[config.mk]
export PLATFORM = sky130hd
export DESIGN_NAME = typed_field_serializer_top
export DESIGN_NICKNAME = d
export VERILOG_FILES = /design/src/design/tfs_pkg.sv /design/src/design/tfs_front.sv /design/src/design/tfs_queue.sv /design/src/design/tfs_back.sv /design/src/design/typed_field_serializer_top.sv
export SDC_FILE = /design/constraint.sdc
export NUM_CORES = 1
export LEC_CHECK = 0
export ABC_CLOCK_PERIOD_IN_PS = 8090
export BUFFER_PORTS_ARGS = -buffer_cell sky130_fd_sc_hd__buf_2
export CAP_MARGIN = 5
export CORE_MARGIN = 8
export CORE_UTILIZATION = 55
export CTS_CLUSTER_SIZE = 8
export DETAILED_ROUTE_END_ITERATION = 16
export PLACE_DENSITY = 0.77
export SETUP_SLACK_MARGIN = 0.02
export SLEW_MARGIN = 15
export SYNTH_ARGS = -nofsm -noshare
export SYNTH_HDL_FRONTEND = slang
export SYNTH_SLANG_ARGS = --single-unit
[constraint.sdc]
create_clock -name clk -period 8.09 [get_ports clk]
set_clock_uncertainty 0.15 [all_clocks]
set_input_delay 1.2135 -clock clk [delete_from_list [all_inputs] [get_ports clk]]
set_output_delay 1.2135 -clock clk [all_outputs]
set_load 0.05 [all_outputs]
[src/design/tfs_pkg.sv]
`timescale 1ns / 1ps
// shared types and constants for the typed field serializer
// no dependencies

package tfs_pkg;

    // write kinds carried on the input tuser field
    typedef enum logic [2:0] {
        MODE_BYTE  = 3'd0,
        MODE_SHORT = 3'd1,
        MODE_INT   = 3'd2,
        MODE_LONG  = 3'd3,
        MODE_BOOL  = 3'd4,
        MODE_VINT  = 3'd5,
        MODE_FLUSH = 3'd6
    } mode_t;

    // longest byte run one write can cause: held byte plus eight long bytes
    localparam int JOB_BYTES   = 9;
    localparam int JOB_CNT_W   = 4;
    localparam int QUEUE_DEPTH = 2;

    // vint range limits
    localparam logic signed [31:0] VINT_NEG_1 = -32'sd63;
    localparam logic signed [31:0] VINT_NEG_2 = -32'sd8191;
    localparam logic signed [31:0] VINT_NEG_3 = -32'sd1048575;
    localparam logic signed [31:0] VINT_NEG_4 = -32'sd134217727;
    localparam logic signed [31:0] VINT_POS_1 = 32'sd63;
    localparam logic signed [31:0] VINT_POS_2 = 32'sh2000;
    localparam logic signed [31:0] VINT_POS_3 = 32'sh100000;
    localparam logic signed [31:0] VINT_POS_4 = 32'sh7FFFFFF;

    // one run of wire bytes, first byte to send in the lowest lane
    typedef struct packed {
        logic [JOB_BYTES-1:0][7:0] bytes;
        logic [JOB_CNT_W-1:0]      count;
    } job_t;

endpackage

[src/design/tfs_front.sv]
`timescale 1ns / 1ps
// front end: accepts typed writes, keeps the boolean packing state and
// turns each write into a byte run; depends on tfs_pkg

module tfs_front
(
    input  logic                clk,
    input  logic                rst_n,
    input  logic                accept,
    input  logic [2:0]          mode,
    input  logic signed [63:0]  value_in,
    output logic                push,
    output tfs_pkg::job_t       job
);

    logic [7:0]        held_reg;
    logic [7:0]        held_next;
    logic [2:0]        pos_reg;
    logic [2:0]        pos_next;
    logic [7:0][7:0]   item;
    logic [3:0]        item_cnt;
    logic              typed;
    logic [7:0]        held_new;
    logic [31:0]       vu;
    logic signed [31:0] vs;
    logic              vneg;
    logic [2:0]        vlen;

    // vint length class
    always_comb
    begin
        vu   = value_in[31:0];
        vs   = value_in[31:0];
        vneg = vu[31];
        if (vneg)
        begin
            if (vs >= tfs_pkg::VINT_NEG_1)      vlen = 3'd1;
            else if (vs >= tfs_pkg::VINT_NEG_2) vlen = 3'd2;
            else if (vs >= tfs_pkg::VINT_NEG_3) vlen = 3'd3;
            else if (vs >= tfs_pkg::VINT_NEG_4) vlen = 3'd4;
            else                                vlen = 3'd5;
        end
        else
        begin
            if (vs <= tfs_pkg::VINT_POS_1)      vlen = 3'd1;
            else if (vs < tfs_pkg::VINT_POS_2)  vlen = 3'd2;
            else if (vs < tfs_pkg::VINT_POS_3)  vlen = 3'd3;
            else if (vs <= tfs_pkg::VINT_POS_4) vlen = 3'd4;
            else                                vlen = 3'd5;
        end
    end

    // classify the write and build its byte run
    always_comb
    begin
        item      = '0;
        item_cnt  = 4'd0;
        typed     = 1'b0;
        held_next = held_reg;
        pos_next  = pos_reg;
        held_new  = held_reg | (8'(value_in[0]) << pos_reg);
        job       = '0;
        unique case (mode)
            tfs_pkg::MODE_BOOL:
            begin
                pos_next = pos_reg + 3'd1;
                if (pos_reg == 3'd7)
                begin
                    job.bytes[0] = held_new;
                    job.count    = 4'd1;
                    held_next    = 8'd0;
                end
                else
                begin
                    held_next = held_new;
                end
            end
            tfs_pkg::MODE_FLUSH:
            begin
                job.bytes[0] = held_reg;
                job.count    = (pos_reg != 3'd0) ? 4'd1 : 4'd0;
                held_next    = 8'd0;
                pos_next     = 3'd0;
            end
            tfs_pkg::MODE_BYTE:
            begin
                typed    = 1'b1;
                item[0]  = value_in[7:0];
                item_cnt = 4'd1;
            end
            tfs_pkg::MODE_SHORT:
            begin
                typed    = 1'b1;
                item[0]  = value_in[15:8];
                item[1]  = value_in[7:0];
                item_cnt = 4'd2;
            end
            tfs_pkg::MODE_INT:
            begin
                typed    = 1'b1;
                item[0]  = value_in[31:24];
                item[1]  = value_in[23:16];
                item[2]  = value_in[15:8];
                item[3]  = value_in[7:0];
                item_cnt = 4'd4;
            end
            tfs_pkg::MODE_LONG:
            begin
                typed = 1'b1;
                for (int i = 0; i < 8; i++)
                begin
                    item[i] = value_in[63-8*i -: 8];
                end
                item_cnt = 4'd8;
            end
            tfs_pkg::MODE_VINT:
            begin
                typed    = 1'b1;
                item_cnt = {1'b0, vlen};
                // head byte: sign at 0x40, continuation at 0x80
                item[0]  = {vlen != 3'd1, vneg, vu[5:0]};
                item[1]  = {vlen > 3'd2, vu[12:6]};
                item[2]  = {vlen > 3'd3, vu[19:13]};
                item[3]  = {vlen > 3'd4, vu[26:20]};
                item[4]  = {4'd0, vu[30:27]};
            end
            default:
            begin
                job = '0;
            end
        endcase

        // a typed write sends any held boolean byte first
        if (typed)
        begin
            if (pos_reg != 3'd0)
            begin
                job.bytes = {item, held_reg};
                job.count = item_cnt + 4'd1;
            end
            else
            begin
                job.bytes = {8'd0, item};
                job.count = item_cnt;
            end
            held_next = 8'd0;
            pos_next  = 3'd0;
        end
    end

    assign push = accept && (job.count != '0);

    // boolean packing state
    always_ff @(posedge clk or negedge rst_n)
    begin
        if (!rst_n)
        begin
            held_reg <= 8'd0;
            pos_reg  <= 3'd0;
        end
        else if (accept)
        begin
            held_reg <= held_next;
            pos_reg  <= pos_next;
        end
    end

    // a flush, vint or long write leaves nothing held
    assert property (@(posedge clk) disable iff (!rst_n)
        accept && (mode == tfs_pkg::MODE_FLUSH || mode == tfs_pkg::MODE_VINT
                   || mode == tfs_pkg::MODE_LONG)
        |=> pos_reg == 3'd0 && held_reg == 8'd0)
        else $error("boolean state not cleared");

    // no run is longer than the held byte plus eight bytes
    assert property (@(posedge clk) disable iff (!rst_n)
        push |-> job.count <= 4'(tfs_pkg::JOB_BYTES))
        else $error("byte run too long");

endmodule

[src/design/tfs_queue.sv]
`timescale 1ns / 1ps
// short queue of byte runs between front and back end
// depends on tfs_pkg

module tfs_queue
#(
    parameter int DEPTH = tfs_pkg::QUEUE_DEPTH   // at least 2
)
(
    input  logic          clk,
    input  logic          rst_n,
    input  logic          push,
    input  tfs_pkg::job_t wr_data,
    input  logic          pop,
    output tfs_pkg::job_t rd_data,
    output logic          full,
    output logic          empty
);

    localparam int PTR_W = $clog2(DEPTH);
    localparam int CNT_W = $clog2(DEPTH + 1);

    tfs_pkg::job_t    mem [DEPTH];
    logic [PTR_W-1:0] wr_ptr_reg;
    logic [PTR_W-1:0] rd_ptr_reg;
    logic [CNT_W-1:0] count_reg;

    assign full    = (count_reg == CNT_W'(DEPTH));
    assign empty   = (count_reg == '0);
    assign rd_data = mem[rd_ptr_reg];

    // storage write
    always_ff @(posedge clk)
    begin
        if (push)
        begin
            mem[wr_ptr_reg] <= wr_data;
        end
    end

    // pointers and fill count
    always_ff @(posedge clk or negedge rst_n)
    begin
        if (!rst_n)
        begin
            wr_ptr_reg <= '0;
            rd_ptr_reg <= '0;
            count_reg  <= '0;
        end
        else
        begin
            if (push)
            begin
                wr_ptr_reg <= (wr_ptr_reg == PTR_W'(DEPTH - 1)) ? '0 : wr_ptr_reg + 1'b1;
            end
            if (pop)
            begin
                rd_ptr_reg <= (rd_ptr_reg == PTR_W'(DEPTH - 1)) ? '0 : rd_ptr_reg + 1'b1;
            end
            if (push && !pop)
            begin
                count_reg <= count_reg + 1'b1;
            end
            else if (pop && !push)
            begin
                count_reg <= count_reg - 1'b1;
            end
        end
    end

    // never written when full unless also popped, never read when empty
    assert property (@(posedge clk) disable iff (!rst_n)
        !(push && full && !pop) && !(pop && empty))
        else $error("queue overflow or underflow");

endmodule

[src/design/tfs_back.sv]
`timescale 1ns / 1ps
// back end: sends the queued byte runs one byte per transfer
// depends on tfs_pkg

module tfs_back
(
    input  logic          clk,
    input  logic          rst_n,
    input  tfs_pkg::job_t job,
    input  logic          job_avail,
    output logic          pop,
    output logic [7:0]    out_byte,
    output logic          out_valid,
    output logic          out_last,
    input  logic          out_ready
);

    logic [tfs_pkg::JOB_BYTES-1:0][7:0] cur_bytes_reg;
    logic [tfs_pkg::JOB_CNT_W-1:0]      cur_rem_reg;
    logic                               cur_valid_reg;
    logic [7:0]                         out_byte_reg;
    logic                               out_last_reg;
    logic                               out_valid_reg;
    logic                               advance;
    logic                               cur_last;

    assign advance  = cur_valid_reg && (!out_valid_reg || out_ready);
    assign cur_last = (cur_rem_reg == tfs_pkg::JOB_CNT_W'(1));
    assign pop      = job_avail && (!cur_valid_reg || (advance && cur_last));

    // current run: shift one byte out per advance
    always_ff @(posedge clk or negedge rst_n)
    begin
        if (!rst_n)
        begin
            cur_valid_reg <= 1'b0;
            cur_rem_reg   <= '0;
        end
        else if (pop)
        begin
            cur_valid_reg <= 1'b1;
            cur_rem_reg   <= job.count;
        end
        else if (advance)
        begin
            cur_valid_reg <= !cur_last;
            cur_rem_reg   <= cur_rem_reg - 1'b1;
        end
    end

    always_ff @(posedge clk)
    begin
        if (pop)
        begin
            cur_bytes_reg <= job.bytes;
        end
        else if (advance)
        begin
            cur_bytes_reg <= {8'd0, cur_bytes_reg[tfs_pkg::JOB_BYTES-1:1]};
        end
    end

    // output register
    always_ff @(posedge clk or negedge rst_n)
    begin
        if (!rst_n)
        begin
            out_valid_reg <= 1'b0;
        end
        else if (advance)
        begin
            out_valid_reg <= 1'b1;
        end
        else if (out_ready)
        begin
            out_valid_reg <= 1'b0;
        end
    end

    always_ff @(posedge clk)
    begin
        if (advance)
        begin
            out_byte_reg <= cur_bytes_reg[0];
            out_last_reg <= cur_last;
        end
    end

    assign out_byte  = out_byte_reg;
    assign out_last  = out_last_reg;
    assign out_valid = out_valid_reg;

    // a live run always has bytes left
    assert property (@(posedge clk) disable iff (!rst_n)
        cur_valid_reg |-> cur_rem_reg != '0)
        else $error("empty run in progress");

endmodule

[src/design/typed_field_serializer_top.sv]
`timescale 1ns / 1ps
// typed field serializer: one typed write in, its wire bytes out
// a write's bytes pass the run queue, current run and output registers
// throughput: one byte per cycle at the output register while m_axis_tready
// is high and runs are queued; a write causes 0 to 9 bytes
// input transfers go on every cycle while the run queue has room
// reset: rst_n async active low, clears boolean state, queue and output
// depends on tfs_pkg, tfs_front, tfs_queue, tfs_back

module typed_field_serializer_top
#(
    parameter int QUEUE_DEPTH = tfs_pkg::QUEUE_DEPTH
)
(
    input  logic               clk,
    input  logic               rst_n,
    input  logic               s_axis_tvalid,
    output logic               s_axis_tready,
    input  logic signed [63:0] s_axis_tdata,   // value_in
    input  logic [2:0]         s_axis_tuser,   // mode
    output logic               m_axis_tvalid,
    input  logic               m_axis_tready,
    output logic [7:0]         m_axis_tdata,   // out_byte
    output logic               m_axis_tlast    // last_byte
);

    logic          accept;
    logic          push;
    logic          pop;
    logic          q_full;
    logic          q_empty;
    tfs_pkg::job_t wr_job;
    tfs_pkg::job_t rd_job;

    assign s_axis_tready = !q_full;
    assign accept        = s_axis_tvalid && s_axis_tready;

    // classify writes
    tfs_front u_front
    (
        .clk      (clk),
        .rst_n    (rst_n),
        .accept   (accept),
        .mode     (s_axis_tuser),
        .value_in (s_axis_tdata),
        .push     (push),
        .job      (wr_job)
    );

    // decoupling queue
    tfs_queue #(.DEPTH(QUEUE_DEPTH)) u_queue
    (
        .clk     (clk),
        .rst_n   (rst_n),
        .push    (push),
        .wr_data (wr_job),
        .pop     (pop),
        .rd_data (rd_job),
        .full    (q_full),
        .empty   (q_empty)
    );

    // byte sender
    tfs_back u_back
    (
        .clk       (clk),
        .rst_n     (rst_n),
        .job       (rd_job),
        .job_avail (!q_empty),
        .pop       (pop),
        .out_byte  (m_axis_tdata),
        .out_valid (m_axis_tvalid),
        .out_last  (m_axis_tlast),
        .out_ready (m_axis_tready)
    );

endmodule

# After elaboration in Yosys (flattened, before gate mapping)
# Memory sizes are Yosys's and may differ from the RTL's.
# Index checks and enable logic that the tools add are counted.
# classes
shifts,1
bitwise_logic,1
order_cmp,11
n_div,0
addsub,7
n_reduce_logical,26
eq_ne,10
n_mux,40
n_mul,0
# ops
op,n
76-bit 2-to-1 mux,2
72-bit 2-to-1 mux,2
16-bit one-hot mux with 3 select lines,1
8-bit one-hot mux with 5 select lines,1
"32-bit by 14-bit greater-or-equal comparator with 1-bit output, second input constant",1
"32-bit by 21-bit greater-or-equal comparator with 1-bit output, second input constant",1
"32-bit by 28-bit greater-or-equal comparator with 1-bit output, second input constant",1
"32-bit by 7-bit greater-or-equal comparator with 1-bit output, second input constant",1
"32-bit by 28-bit <= comparator with 1-bit output, second input constant",1
"32-bit by 7-bit <= comparator with 1-bit output, second input constant",1
"32-bit by 15-bit < comparator with 1-bit output, second input constant",1
"32-bit by 22-bit < comparator with 1-bit output, second input constant",1
8-bit one-hot mux with 2 select lines,2
8-bit one-hot mux with 4 select lines,1
24-bit 2-to-1 mux,1
3-bit 2-to-1 mux,8
12-bit one-hot mux with 2 select lines,1
4-bit one-hot mux with 5 select lines,1
8-bit 2-to-1 mux,2
"3-bit equality test, second input constant",4
1-bit 2-to-1 mux,12
12-bit 2-to-1 mux,1
4-bit 2-to-1 mux,2
8-bit bitwise OR,1
26 further kinds,46
# word_totals
regBits,102
n_memories,1
ram_bits,152
latch_bits,0
romBits,0
wordCells,116
# memory_table
memory,words,width,read_ports,rd_clocked_by_memory_dff,write_ports,line_no,source
u_queue.mem,2,76,1,0,1,tfs_queue.sv:23,tfs_pkg::job_t mem [DEPTH];

# Logic depth before layout (Yosys ltp)
# Gate-level depths: netlist of run 1.
# depth
depth_word,16
mapped_depth,18

# By module
# A second synthesis of run 1 with hierarchy kept.
# unflattened
cells_unflattened,858
hier_area_um2,12375.6
# by_module_without_submodules
module,instances,area_per_inst_um2,cells_per_inst,seq_area_each_um2
tfs_queue,1,5806.8,253,4664.5
tfs_back,1,3808.7,200,2582.5
tfs_front,1,2746.4,402,275.3
typed_field_serializer_top,1,13.8,3,0.0

# Worst setup path before layout of run 1
# No wires, ideal clock.
# synth_path
path_kind,in2reg
from,in s_axis_tdata[6]
to,mem u_queue.mem[0][0] in the netlist's numbering (enable)
stages,14
slack_ns,-1.342
setup_time_ns,0.603
path_buffers,1
arrival_time_ns,8.678
cell_sequence,buf_4 nor3_4 nand4_4 o21a_2 o41ai_4 a31oi_1 a21o_1 ha_1 nor2_1 o21ai_0 nand2_1 a22oi_1 a211oi_1 nor3_1
# synth_via
elab_chain_cells,14
# synth_rtl
element,line_no,source
from (decl),typed_field_serializer_top.sv:19,"input logic signed [63:0] s_axis_tdata,"
32-bit by 28-bit <= comparator with 1-bit output or 32-bit by 28-bit greater-or-equal comparator with 1-bit output (tied branches),"tfs_front.sv:48, tfs_front.sv:40",
"1-bit 2-to-1 mux, on equally long branches","tfs_front.sv:48, tfs_front.sv:40",
"3-bit 2-to-1 mux, on equally long branches","tfs_front.sv:47, tfs_front.sv:39",
"3-bit 2-to-1 mux, on equally long branches","tfs_front.sv:46, tfs_front.sv:38",
"3-bit 2-to-1 mux, on equally long branches","tfs_front.sv:45, tfs_front.sv:37",
3-bit 2-to-1 mux *,tfs_front.sv:35,if (vneg)
4-bit one-hot mux with 5 select lines *,tfs_front.sv:63,unique case (mode)
4-bit by 1-bit adder with 4-bit output,tfs_front.sv:139,job.count = item_cnt + 4'd1;
76-bit 2-to-1 mux *,tfs_front.sv:136,if (pos_reg != 3'd0)
76-bit 2-to-1 mux *,tfs_front.sv:134,if (typed)
4-bit nonzero test *,tfs_front.sv:151,assign push = accept && (job.count != '0);
1-bit logical AND *,tfs_front.sv:151,
1-bit 2-to-1 mux *,tfs_queue.sv:35,if (push)
1-bit 2-to-1 mux (not written as such) *,tfs_queue.sv:37,mem[wr_ptr_reg] <= wr_data;
to (decl),tfs_queue.sv:23,
# Mark *: on every way between the ends. The rest lies on a longest branch, timed or not.

# Worst setup path in the final report of run 1
# layout_path
from,in s_axis_tuser[2]
to,mem u_queue.mem[1][58] in the netlist's numbering (enable)
# layout_via
elab_chain_cells,9
# layout_rtl
element,line_no,source
from (decl),typed_field_serializer_top.sv:20,"input logic [2:0] s_axis_tuser,"
"3-bit equality test, or another cell as far along",tfs_front.sv:63,
4-bit one-hot mux with 5 select lines,tfs_front.sv:63,
4-bit by 1-bit adder with 4-bit output,tfs_front.sv:139,
76-bit 2-to-1 mux,tfs_front.sv:136,
76-bit 2-to-1 mux *,tfs_front.sv:134,
4-bit nonzero test *,tfs_front.sv:151,
1-bit logical AND *,tfs_front.sv:151,
1-bit 2-to-1 mux *,tfs_queue.sv:35,
1-bit 2-to-1 mux (not written as such) *,tfs_queue.sv:37,
# Marks and branches as above.

==> out/results.ini, run 1 <==
[setup_path]
arrival_ps=5330
r2r_slack_ps=3530
criticalPathCategory=in -> reg
timing.critical_path.from_type=input port
critPathRequiredTime_ps=8090
cp_max_fo=66
crit_slowest_cell=nor3_2
end_kind=flip-flop
crit_path_max_incr_delay_ps=860
crit_path_cell_trace=buf_2, inv_1, nor2_1, buf_4, o21ai_0, a31oi_1, a21o_1, ha_1, nor2_1, o21ai_0, nand2_1, a22oi_1, a211oi_1, nor3_2, buf_12
reg2reg_depth=11

[die]
boundaryPins=82
die_area_um2=26400
rows=53
core_area_um2=21100
initial_core_util_pct=56.0
fp.dieW_um=163
die_h_um=163

[yosys]
ys_seq_elements=254
synth-simple-area-share_pct=9.36
synth_xor_area_share_pct=0.519
avgSynthCellArea_um2=12.9
ys_seq_area_share_pct=63.7
yosys_warnings=0
synth_edf_count=233
synthMuxAreaShare_pct=10.5
synthAdderAreaFrac_pct=0.741
synth_nets=995
yosysUniqueCellTypes=63
synthFlopType=edfxtp_1
synthCells=917
synth_area_um2=11800
synth_compound_gate_area_share_pct=12.9
postSynth.asyncResetShare_pct=8.27
synth_top_family_by_area=compound AO/OA/AOI/OAI gates

[sta]
timing.final.max_slew_violations=0
fin_crit_ps=5330
tns_ps=0
grt_setup_unrepaired=false
setup_ws_ps=2760
hold_ws_ps=268
hold_viol_final=0
max-slew-margin-rel_pct=26.8
timing.fmax_mhz=187
min_period_over_period_pct=65.9
setup_violations=0
worstMarginPinSlew_ps=1090

[routing]
via_per_inst=6.22
dr.pass1.iters=5
final_antenna_net_count=0
drt-initial-drc-count=882
routed_wl_um=29400
drcViolationCount=0
num_vias=7965
avgRoutedWirePerCell_um=23.0

[global_route]
grt_pass1_vias=8059
met2_usage_pct=34.6
grt-busiest-layer=met2
met1_usage_pct=30.6
grt_antenna_before_repair=0
grt_max_degree=100
grt_usage_pct=22.4
grt_first_pass_wirelength_um=45500
use_met3_pct=5.61
grt-ovfl-total=0

[power_and_ir_drop]
p_sw_mw=1.21
ir_worst_vdd_uv=186
swShare_pct=28.9
p_int_mw=2.97
combPwrFrac_pct=21.6
power_leakage_nw=5.22
pwr-share-seq_pct=45.6
powerDensity_nw_per_um2=309
clockPowerShare_pct=32.8

[clock_network]
clk_pin_slew_ps=50
post_cts_buffers=0
cts_max_level=2
cts_buffer_depth=3
holdBufCountCts=0
cts-resized-gates=0
cts_made_buffers=37
cts_tree=done
clock_latency_ps=510
clock_sinks=254
cts_root_buf=clkbuf_16

[run]
max_cap_viol_count=0

[worst_hold_path]
worstHoldPathType=reg -> reg
hold_depth=0

[cells_and_area]
syn2layout_area_growth_pct=14.5
diodes=0
drive_above_1_share_pct=16.6
fin_cells=1280
final_area_um2=13500
n_fill_cell=1597
num-nets-final=1068
largest_register_ffs=152

[place]
dpl_cell_area_um2=12500
gp_congestion=0.937
dpl.cell_count=1226
io_buffers=81
hpwl_um=19600
place_ws_ps=2310

[outcome]
status=finished clean

==> metrics by stage <==
step / power [mW] / util, %
6_report: 4.18 / 64.1
4_1_cts: 4.21 / 64.1
5_1_grt: 4.37 / 64.1
3_3_place_gp: 2.80 / 59.2
2_1_floorplan: 2.56 / -
3_5_place_dp: 2.83 / 59.2
==> worst max-delay path, delay by kind of cell <==
family          cells  cell delay, ps
fa+ha+maj           1             160
simple gates        4            1190
buf+inv             4            1570
compound gates      6            1090
==> area by class of cell <==
type	instances	area [um2]	area share [%]
flip-flops and latches	254	7530	55.6
well taps	275	344	2.54
inverters	11	41.3	0.305
clock buffers	52	1020	7.58
repair buffers	93	520	3.85
multi-input cells	593	4060	30.0
clock inverters	2	12.5	0.0925
==> synth_stat cells, types with 2 or more instances <==
cell	number	area [um2]
edfxtp_1	233	7000
mux2i_1	119	1190
nand2_1	101	379
o21ai_0	90	450
nor2_1	63	236
clkbuf_1	48	180
a21oi_1	34	170
a22o_1	30	263
a22oi_1	23	173
dfrtp_1	21	526
o22a_1	18	158
inv_1	10	37.5
nor3_1	9	45.0
nand3_1	8	40.0
a31oi_1	7	43.8
and2_1	7	43.8
buf_1	7	26.3
ha_1	7	87.6
nor2b_1	6	37.5
nand2b_1	5	31.3
nand4_1	5	31.3
nor4_1	5	31.3
a211oi_1	4	30.0
xnor2_1	4	35.0
a22o_2	3	30.0
nor4_4	3	63.8
xor2_1	3	26.3
a21o_1	2	15.0
a221oi_2	2	30.0
a32oi_1	2	17.5
and3_1	2	12.5
and3_2	2	15.0
buf_2	2	10.0
mux2_2	2	22.5
nand2_4	2	22.5
==> final timing paths <==
kind | startpoint | endpoint
worst min register to register | u_back.cur_bytes_reg[6] | u_back.out_byte[6]
worst min-delay path | u_back.cur_bytes_reg[6] | u_back.out_byte[6]
max in group asynchronous | rst_n | u_queue.rd_ptr_reg
worst max-delay path | s_axis_tuser[2] | u_queue.mem[1][58]
worst max register to register | u_front.pos_reg[1] | u_queue.mem[1][58]
min in group asynchronous | rst_n | u_back.cur_rem_reg[3]
==> power groups by stage <==
stage / Sequential [mW] / Clock (mW) / Combinational (mW)
after floorplan: 1.92 / 0 / 0.646
after global placement: 1.91 / 0 / 0.882
after detailed placement: 1.93 / 0 / 0.900
after CTS: 1.91 / 1.39 / 0.908
after global routing: 1.93 / 1.45 / 0.990
final: 1.90 / 1.37 / 0.904
==> cells in the final DEF, fill, tap and decap left out, drive strengths merged, types with 2 or more instances in the layout <==
master	synthesis	layout
edfxtp	233	233
mux2i	119	119
nand2	103	103
buf	11	93
o21ai	91	91
nor2	63	63
clkbuf	48	52
a21oi	34	34
a22o	33	33
a22oi	23	23
dfrtp	21	21
o22a	18	18
inv	10	11
nor3	11	11
nand3	9	9
nor4	9	9
a31oi	7	7
and2	7	7
ha	7	7
nand4	7	7
nor2b	6	6
nand2b	5	5
a211oi	4	4
xnor2	4	4
and3	4	4
xor2	3	3
a221oi	3	3
a21o	2	2
clkinv	1	2
mux2	2	2
a32oi	2	2
==> routing by layer <==
layer / wire [um] / part of all wire (%)
met1: 12300 / 42
met2: 13500 / 46
met3: 2760 / 9.4
met4: 828 / 2.8
met5: 0 / 0
==> cells by family (layout without fill, tap and decap cells) <==
kind of cell               after synthesis  in the layout
muxes                                  122            122
xor gates and xnor gates                 7              7
buffers and inverters                   70            158
adders and majority gates                7              7
and+or+nand+nor                        228            228
DFF                                    254            254
AOI/OAI and AO/OA                      229            229
Note: power is estimated with default switching activity, not from simulation.
==> run 2: changes to the inputs <==
--- a/config.mk
+++ b/config.mk
@@ -5,14 +5,15 @@
 export SDC_FILE = /design/constraint.sdc
 export NUM_CORES = 1
 export LEC_CHECK = 0
-export ABC_CLOCK_PERIOD_IN_PS = 8090
+export ABC_AREA = 1
+export ABC_CLOCK_PERIOD_IN_PS = 4940
 export BUFFER_PORTS_ARGS = -buffer_cell sky130_fd_sc_hd__buf_2
 export CAP_MARGIN = 5
 export CORE_MARGIN = 8
-export CORE_UTILIZATION = 55
+export CORE_UTILIZATION = 60
 export CTS_CLUSTER_SIZE = 8
 export DETAILED_ROUTE_END_ITERATION = 16
-export PLACE_DENSITY = 0.77
+export PLACE_DENSITY = 0.79
 export SETUP_SLACK_MARGIN = 0.02
 export SLEW_MARGIN = 15
 export SYNTH_ARGS = -nofsm -noshare
==> constraint.sdc (replaced) <==
create_clock -name clk -period 4.94 [get_ports clk]
set_clock_uncertainty 0.15 [all_clocks]
set_input_delay 0.741 -clock clk [delete_from_list [all_inputs] [get_ports clk]]
set_output_delay 0.741 -clock clk [all_outputs]
set_load 0.05 [all_outputs]
==> run 2 against run 1 <==
  * Combinational power grew 120%
  * Register-to-register slack got worse by 1700 ps
  * Total power increased by 81%
  * Utilization rose by 6.2 points
  * Critical path type unchanged
==> out/results.ini, run 2 <==
[sta]
timing.fmax_mhz=292
setup_violations=0  ; unchanged
hold_viol_final=0  ; unchanged
worstMarginPinSlew_ps=992  ; -101 ps
fin_crit_ps=3420
tns_ps=0  ; unchanged
min_period_over_period_pct=69.2
max-slew-margin-rel_pct=33.9  ; +7.1 points
grt_setup_unrepaired=false
timing.final.max_slew_violations=0  ; unchanged

[routing]
final_antenna_net_count=0  ; unchanged
num_vias=8866  ; +11%
via_per_inst=6.15  ; -1.2%
dr.pass1.iters=6  ; +1
avgRoutedWirePerCell_um=21.7  ; -5.6%
drcViolationCount=0  ; unchanged
routed_wl_um=31300  ; +6.3%
drt-initial-drc-count=1192  ; +35%

[die]
die_area_um2=24000  ; -9.3%
core_area_um2=18800  ; -11%
initial_core_util_pct=61.4  ; +5.4 points
die_h_um=155  ; -4.8%
boundaryPins=82  ; unchanged
rows=50  ; -5.7%
fp.dieW_um=155  ; -4.8%

[clock_network]
cts_max_level=2  ; unchanged
cts_buffer_depth=3  ; unchanged
clock_sinks=254  ; unchanged
cts-resized-gates=0  ; unchanged
clk_pin_slew_ps=50  ; about the same
cts_made_buffers=37  ; unchanged
cts_tree=done
post_cts_buffers=0  ; unchanged
holdBufCountCts=0  ; unchanged
clock_latency_ps=500  ; about the same
cts_root_buf=clkbuf_16

[global_route]
grt-ovfl-total=0  ; unchanged
grt_max_degree=77  ; -23%
grt_pass1_vias=8398  ; +4.2%
grt_antenna_before_repair=0  ; unchanged
grt_first_pass_wirelength_um=47700  ; +4.7%
grt_usage_pct=26.0  ; +3.6 points

[yosys]
postSynth.asyncResetShare_pct=8.27  ; unchanged
synth.most_common_cell=edfxtp_1
synth_xor_area_share_pct=0.303  ; -0.22 points
synth_nets=1172  ; +18%
synth_top_area_cell=edfxtp_1
ys_seq_area_share_pct=65.0  ; +1.4 points
synthTopCellsByArea=edfxtp_1 60%, nand2_1 6.9%, nor2_1 4.6%, dfrtp_1 4.5%, a31oi_1 3.7%
synth_edf_count=233  ; unchanged
synthCells=1094  ; +19%
synthAdderAreaFrac_pct=0.757  ; +0.016 points
yosysTopAreaCellShare_pct=60.5  ; +1.3 points
synth_area_um2=11600  ; -2.1%
yosys_warnings=0  ; unchanged
synthFlopType=edfxtp_1
synth-simple-area-share_pct=15.7  ; +6.3 points
avgSynthCellArea_um2=10.6  ; -18%
synth_compound_gate_area_share_pct=13.1  ; +0.21 points
synthMuxAreaShare_pct=0  ; -10 points
synth_top_family_by_area=simple AND/OR/NAND/NOR gates
ys_seq_elements=254  ; unchanged
ys_top_cells_by_count=233 x edfxtp_1, 214 x nand2_1, 143 x nor2_1
yosysUniqueCellTypes=36  ; -43%

[run]
max_cap_viol_count=0  ; unchanged

[setup_path]
cp-startpoint=s_axis_tdata[20]
cp_max_fo=44  ; -33%
crit_path_cell_trace=buf_2, inv_2, nand3_1, nor2_1, nor2_1, nor2_1, nand2_1, nand2_1, nand2_1, nand2_1, nand3_2, nand2_2, ha_1, nand4_1, a21oi_2, nor2_2, nand3_2, nand3_1, inv_2, buf_4
criticalPathCategory=in -> reg
arrival_ps=3390  ; -1940 ps
path_common_cell=nand2_1
crit_slowest_cell=buf_4
end_kind=flip-flop
critPathRequiredTime_ps=4910  ; -3180 ps
timing.rr.start=u_front.pos_reg[1]
timing.critical_path.from_type=input port
crit_path_max_incr_delay_ps=510  ; -350 ps
crit_buf_inv=4  ; unchanged
cpLargestDelayFamily=simple AND/OR/NAND/NOR gates

[power_and_ir_drop]
power.total_mw=7.57  ; +81%
ir_worst_vdd_uv=425  ; +130%
power_leakage_nw=5.14  ; -1.5%
powerDensity_nw_per_um2=571  ; +85%

[cells_and_area]
syn2layout_area_growth_pct=14.5  ; about the same
drive_above_1_share_pct=15.4  ; -1.2 points
utilization_pct=70.3  ; +6.2 points
final_common_cell=edfxtp_1
num-nets-final=1247  ; +17%
diodes=0  ; unchanged
fin_cells=1442  ; +13%
largest_register_ffs=152  ; unchanged
final_area_um2=13200  ; -2.1%
final_cell_mix=233 x edfxtp_1, 214 x nand2_1, 141 x nor2_1

[place]
gp_congestion=0.961  ; +2.6%
io_buffers=81  ; unchanged
dpl.cell_count=1390  ; +13%
hpwl_um=21000  ; +7.0%
dpl_cell_area_um2=12200  ; -2.2%

[outcome]
status=finished clean

[worst_hold_path]
worstHoldPathType=in -> async

-- run 2: changes by cell type in the layout (fill, tap and decap cells not counted), moves of 51 or more --
cell / before / now
mux2i_1: 119 / 0
nand2_1: 100 / 214
nor2_1: 63 / 141
o21ai_0: 89 / 17
inv_1: 10 / 79
a31oi_1: 7 / 68
o22ai_1: 0 / 51
-- run 2: report_power, final --
part	total (mW)	leakage (nW)	switching, mW	internal (mW)
Combinational	1.96	2.13	1.44	0.520
Clock	2.22	0.497	0.826	1.40
Sequential	3.39	2.51	0.179	3.21
Total	7.57	5.14	2.44	5.12
-- run 2: final timing paths --
path / end / slack [ps] / cells past startpoint
max reg2reg: u_queue.mem[0][41] / 1810 / 12
max: u_queue.mem[0][41] / 1520 / 20
min reg2reg: u_back.out_byte[0] / 270 / 0
min in group clk: u_back.out_byte[0] / 270 / 0
max in group asynchronous: u_queue.rd_ptr_reg / 4190 / 1
min: u_back.cur_rem_reg[2] / 60 / 1
-- run 2: final cells by class --
cell class              instances  area (um2)
repair buffers                 97         551
well taps                     260         325
clock inverters                 1        16.3
fillers                      1320        5590
clock buffers                  51        1010
inverters                      93         352
flip-flops and latches        254        7520
multi-input cells             686        3470
-- run 2: layer usage --
layer	GRT usage, %	wire [um]	up-vias
met2	41.5	14500	544
met4	8.07	969	0
met3	5.35	3150	80
met5	0	0	-
li1	-	-	4057
met1	35.4	12600	4185
-- run 2: cells by family (layout without fill, tap and decap cells) --
group           Yosys count  after routing
compound gates          239            239
xor+xnor                  4              4
fa+ha+maj                 7              7
buf+inv                 154            242
flops                   254            254
simple gates            436            436
-- run 2: per-stage QoR --
step                      setup WS, ps  hold WS [ps]
after floorplan                    136           250
after global placement            1040           251
after detailed placement          1060           259
after CTS                         1560          67.1
after global routing              1240          97.8
final                             1520          64.8
-- run 2: worst reg2reg max path: stages, from the launching register on --
cell	delay (ps)
dfrtp_1	430
inv_1	110
ha_1	180
nand2_1	170
buf_4	300
nor2_2	70
buf_4	250
nand3_1	130
nand3_1	130
nand3_2	110
nand3_1	110
inv_2	80
buf_4	510
==> run 3: changes to the inputs <==
--- a/config.mk
+++ b/config.mk
@@ -6,7 +6,7 @@
 export NUM_CORES = 1
 export LEC_CHECK = 0
 export ABC_AREA = 1
-export ABC_CLOCK_PERIOD_IN_PS = 4940
+export ABC_CLOCK_PERIOD_IN_PS = 3200
 export BUFFER_PORTS_ARGS = -buffer_cell sky130_fd_sc_hd__buf_2
 export CAP_MARGIN = 5
 export CORE_MARGIN = 8
==> constraint.sdc (replaced) <==
create_clock -name clk -period 3.2 [get_ports clk]
set_clock_uncertainty 0.15 [all_clocks]
set_input_delay 0.48 -clock clk [delete_from_list [all_inputs] [get_ports clk]]
set_output_delay 0.48 -clock clk [all_outputs]
set_load 0.05 [all_outputs]
==> run 3 against run 2 <==
  * Cell count is 3.7% higher
  * Total power grew 58%
  * Clock-buffer cell count fell by 2
  * Die area unchanged
  * Via count is 3.3% higher
  * Global-route usage up 1.0 points
  * Sequential share of layout area shrank 2.4 points
  * Combinational power increased by 67%
  * Critical path type is now reg -> reg
  * Clock power grew 55%
  * Utilization up 3.1 points
  * Largest power group unchanged
==> out/results.ini, run 3 (synthesis results as in run 2) <==
[sta]
max-slew-margin-rel_pct=31.0  ; -2.9 points
hold_viol_final=0  ; unchanged
min_period_over_period_pct=90.7
setup_ws_ps=297  ; -1220 ps
setup_violations=0  ; unchanged
grt_setup_unrepaired=false
timing.fmax_mhz=344
timing.final.max_slew_violations=0  ; unchanged
fin_crit_ps=2900
worstMarginPinSlew_ps=1040  ; +43.3 ps

[worst_hold_path]
holdPathEnd=u_back.out_valid
hold_depth=4
worstHoldPathType=in -> reg
hold_path.startpoint=m_axis_tready

[setup_path]
cp_max_fo=7  ; -84%
arrival_ps=3140  ; -250 ps
end_kind=flip-flop
regToRegEndpoint=u_queue.count_reg[1]
criticalPathCategory=reg -> reg
reg2reg_depth=13  ; +1
critPathRequiredTime_ps=3440  ; -1470 ps
r2r_slack_ps=300  ; -1510 ps
timing.critical_path.from_type=flip-flop
timing.rr.start=u_front.pos_reg[0]

[place]
hpwl_um=22300  ; +6.3%
gp_congestion=0.973  ; +1.2%
io_buffers=81  ; unchanged
place_ws_ps=-87.2  ; -1150 ps

[die]
initial_core_util_pct=61.4  ; unchanged
fp.dieW_um=155  ; unchanged
die_area_um2=24000  ; unchanged
die_h_um=155  ; unchanged
core_area_um2=18800  ; unchanged
boundaryPins=82  ; unchanged
rows=50  ; unchanged

[clock_network]
holdBufCountCts=1  ; +1
post_cts_buffers=0  ; unchanged
clk_pin_slew_ps=50  ; about the same
cts_root_buf=clkbuf_16
cts_made_buffers=37  ; unchanged
clock_latency_ps=520  ; +20 ps
cts_buffer_depth=3  ; unchanged
cts_tree=done
clock_sinks=254  ; unchanged
cts_max_level=2  ; unchanged
cts-resized-gates=0  ; unchanged

[power_and_ir_drop]
p_sw_mw=3.92  ; +61%
pwr-share-seq_pct=43.8  ; -0.9 points
ir_worst_vdd_uv=895  ; +110%
p_int_mw=8.03  ; +57%
power.total_mw=12.0  ; +58%
power_leakage_nw=5.41  ; +5.4%
powerDensity_nw_per_um2=864  ; +51%
swShare_pct=32.8  ; +0.53 points
clockPowerShare_pct=28.8  ; -0.6 points
combPwrFrac_pct=27.5  ; +1.6 points

[cells_and_area]
utilization_pct=73.5  ; +3.1 points
drive_above_1_share_pct=20.4  ; +5.0 points
syn2layout_area_growth_pct=19.6
num-nets-final=1300  ; +4.3%
largest_register_ffs=152  ; unchanged
final_cell_mix=233 x edfxtp_1, 210 x nand2_1, 133 x nor2_1
final_common_cell=edfxtp_1
n_fill_cell=1274  ; -3.5%

[routing]
avgRoutedWirePerCell_um=21.9  ; +1.2%
num_vias=9159  ; +3.3%
routed_wl_um=32800  ; +5.0%
drt-initial-drc-count=1236  ; +3.7%
drcViolationCount=0  ; unchanged
final_antenna_net_count=0  ; unchanged
dr.pass1.iters=6  ; unchanged
via_per_inst=6.12  ; -0.42%

[global_route]
grt_max_degree=134  ; +74%
grt_pass1_vias=8863  ; +5.5%
grt_first_pass_wirelength_um=49700  ; +4.3%
grt_antenna_before_repair=1  ; +1
grt-ovfl-total=0  ; unchanged
grt_usage_pct=27.1  ; +1.0 points

[outcome]
status=finished clean

[run]
max_cap_viol_count=0  ; unchanged

run 3: changes by cell type in the layout (fill, tap and decap cells not counted), moves of 2 or more:
cell	change
nor2_2	+2
nand2_1	-4
clkinvlp_4	+2
nand2_2	+4
inv_2	-2
nor2_1	-8
buf_4	+44
buf_12	+8
nor2_4	+6
nand3_2	+2
inv_6	+2
nand3_1	-2
run 3: how the worst max path moves through the flow:
stage	start	end	slack, ps
after floorplan	s_axis_tdata[22]	u_queue.mem[1][0]	-430
after global placement	s_axis_tdata[30]	u_queue.count_reg[1]	-70
after detailed placement	s_axis_tdata[30]	u_queue.count_reg[1]	-90
after CTS	u_front.pos_reg[0]	u_queue.count_reg[1]	360
after global routing	u_front.pos_reg[0]	u_queue.count_reg[1]	120
final	u_front.pos_reg[0]	u_queue.count_reg[1]	300
run 3: per-stage QoR:
step                cells  hold WS, ps  TNS [ps]  area [um2]
CTS                  1495         70.4         0       13800
global route         1496         83.3         0       13800
finish               1496         81.3         0       13800
floorplan            1094         34.4    -59630       11700
global placement     1442          251     -81.9       12800
detailed placement   1442          260     -87.2       12800
run 3: power by group through the flow:
stage / Clock, mW / Sequential, mW / Combinational, mW
2_1_floorplan: 0 / 5.37 / 1.95
3_3_place_gp: 0 / 5.23 / 3.14
3_5_place_dp: 0 / 5.28 / 3.23
4_1_cts: 3.47 / 5.23 / 3.26
5_1_grt: 3.60 / 5.31 / 3.55
6_report: 3.44 / 5.23 / 3.28
run 3: per-layer routing:
metal  up-vias  routed length, um  GRT usage, %
met1      4319              13000          36.2
met5         -                  0             0
met3        95               3230          5.24
met4         0               1190          10.4
met2       577              15400          43.2
li1       4168                  -             -
run 3: area by class of cell:
| class | count | area (um2) | share of cell area, % |
|---|---|---|---|
| Sequential cell | 254 | 7520 | 54.4 |
| Multi-Input combinational cell | 686 | 3550 | 25.7 |
| Timing Repair Buffer | 150 | 1050 | 7.60 |
| Clock buffer | 49 | 981 | 7.09 |
| Inverter | 93 | 359 | 2.60 |
| Tap cell | 260 | 325 | 2.35 |
| Clock inverter | 3 | 37.5 | 0.271 |
| Antenna cell | 1 | 2.50 | 0.0181 |
run 3: critical path, stage by stage, from the launching register on:
cell and delay [ps]:
dfrtp_1 390, inv_1 200, ha_1 180, nand2_1 180
nor2_2 420, nand3_1 130, nand3_1 150, nand3_2 110
nand2_2 110, inv_1 50, ha_1 310, a21oi_1 110
o21ai_0 110, xor2_1 150
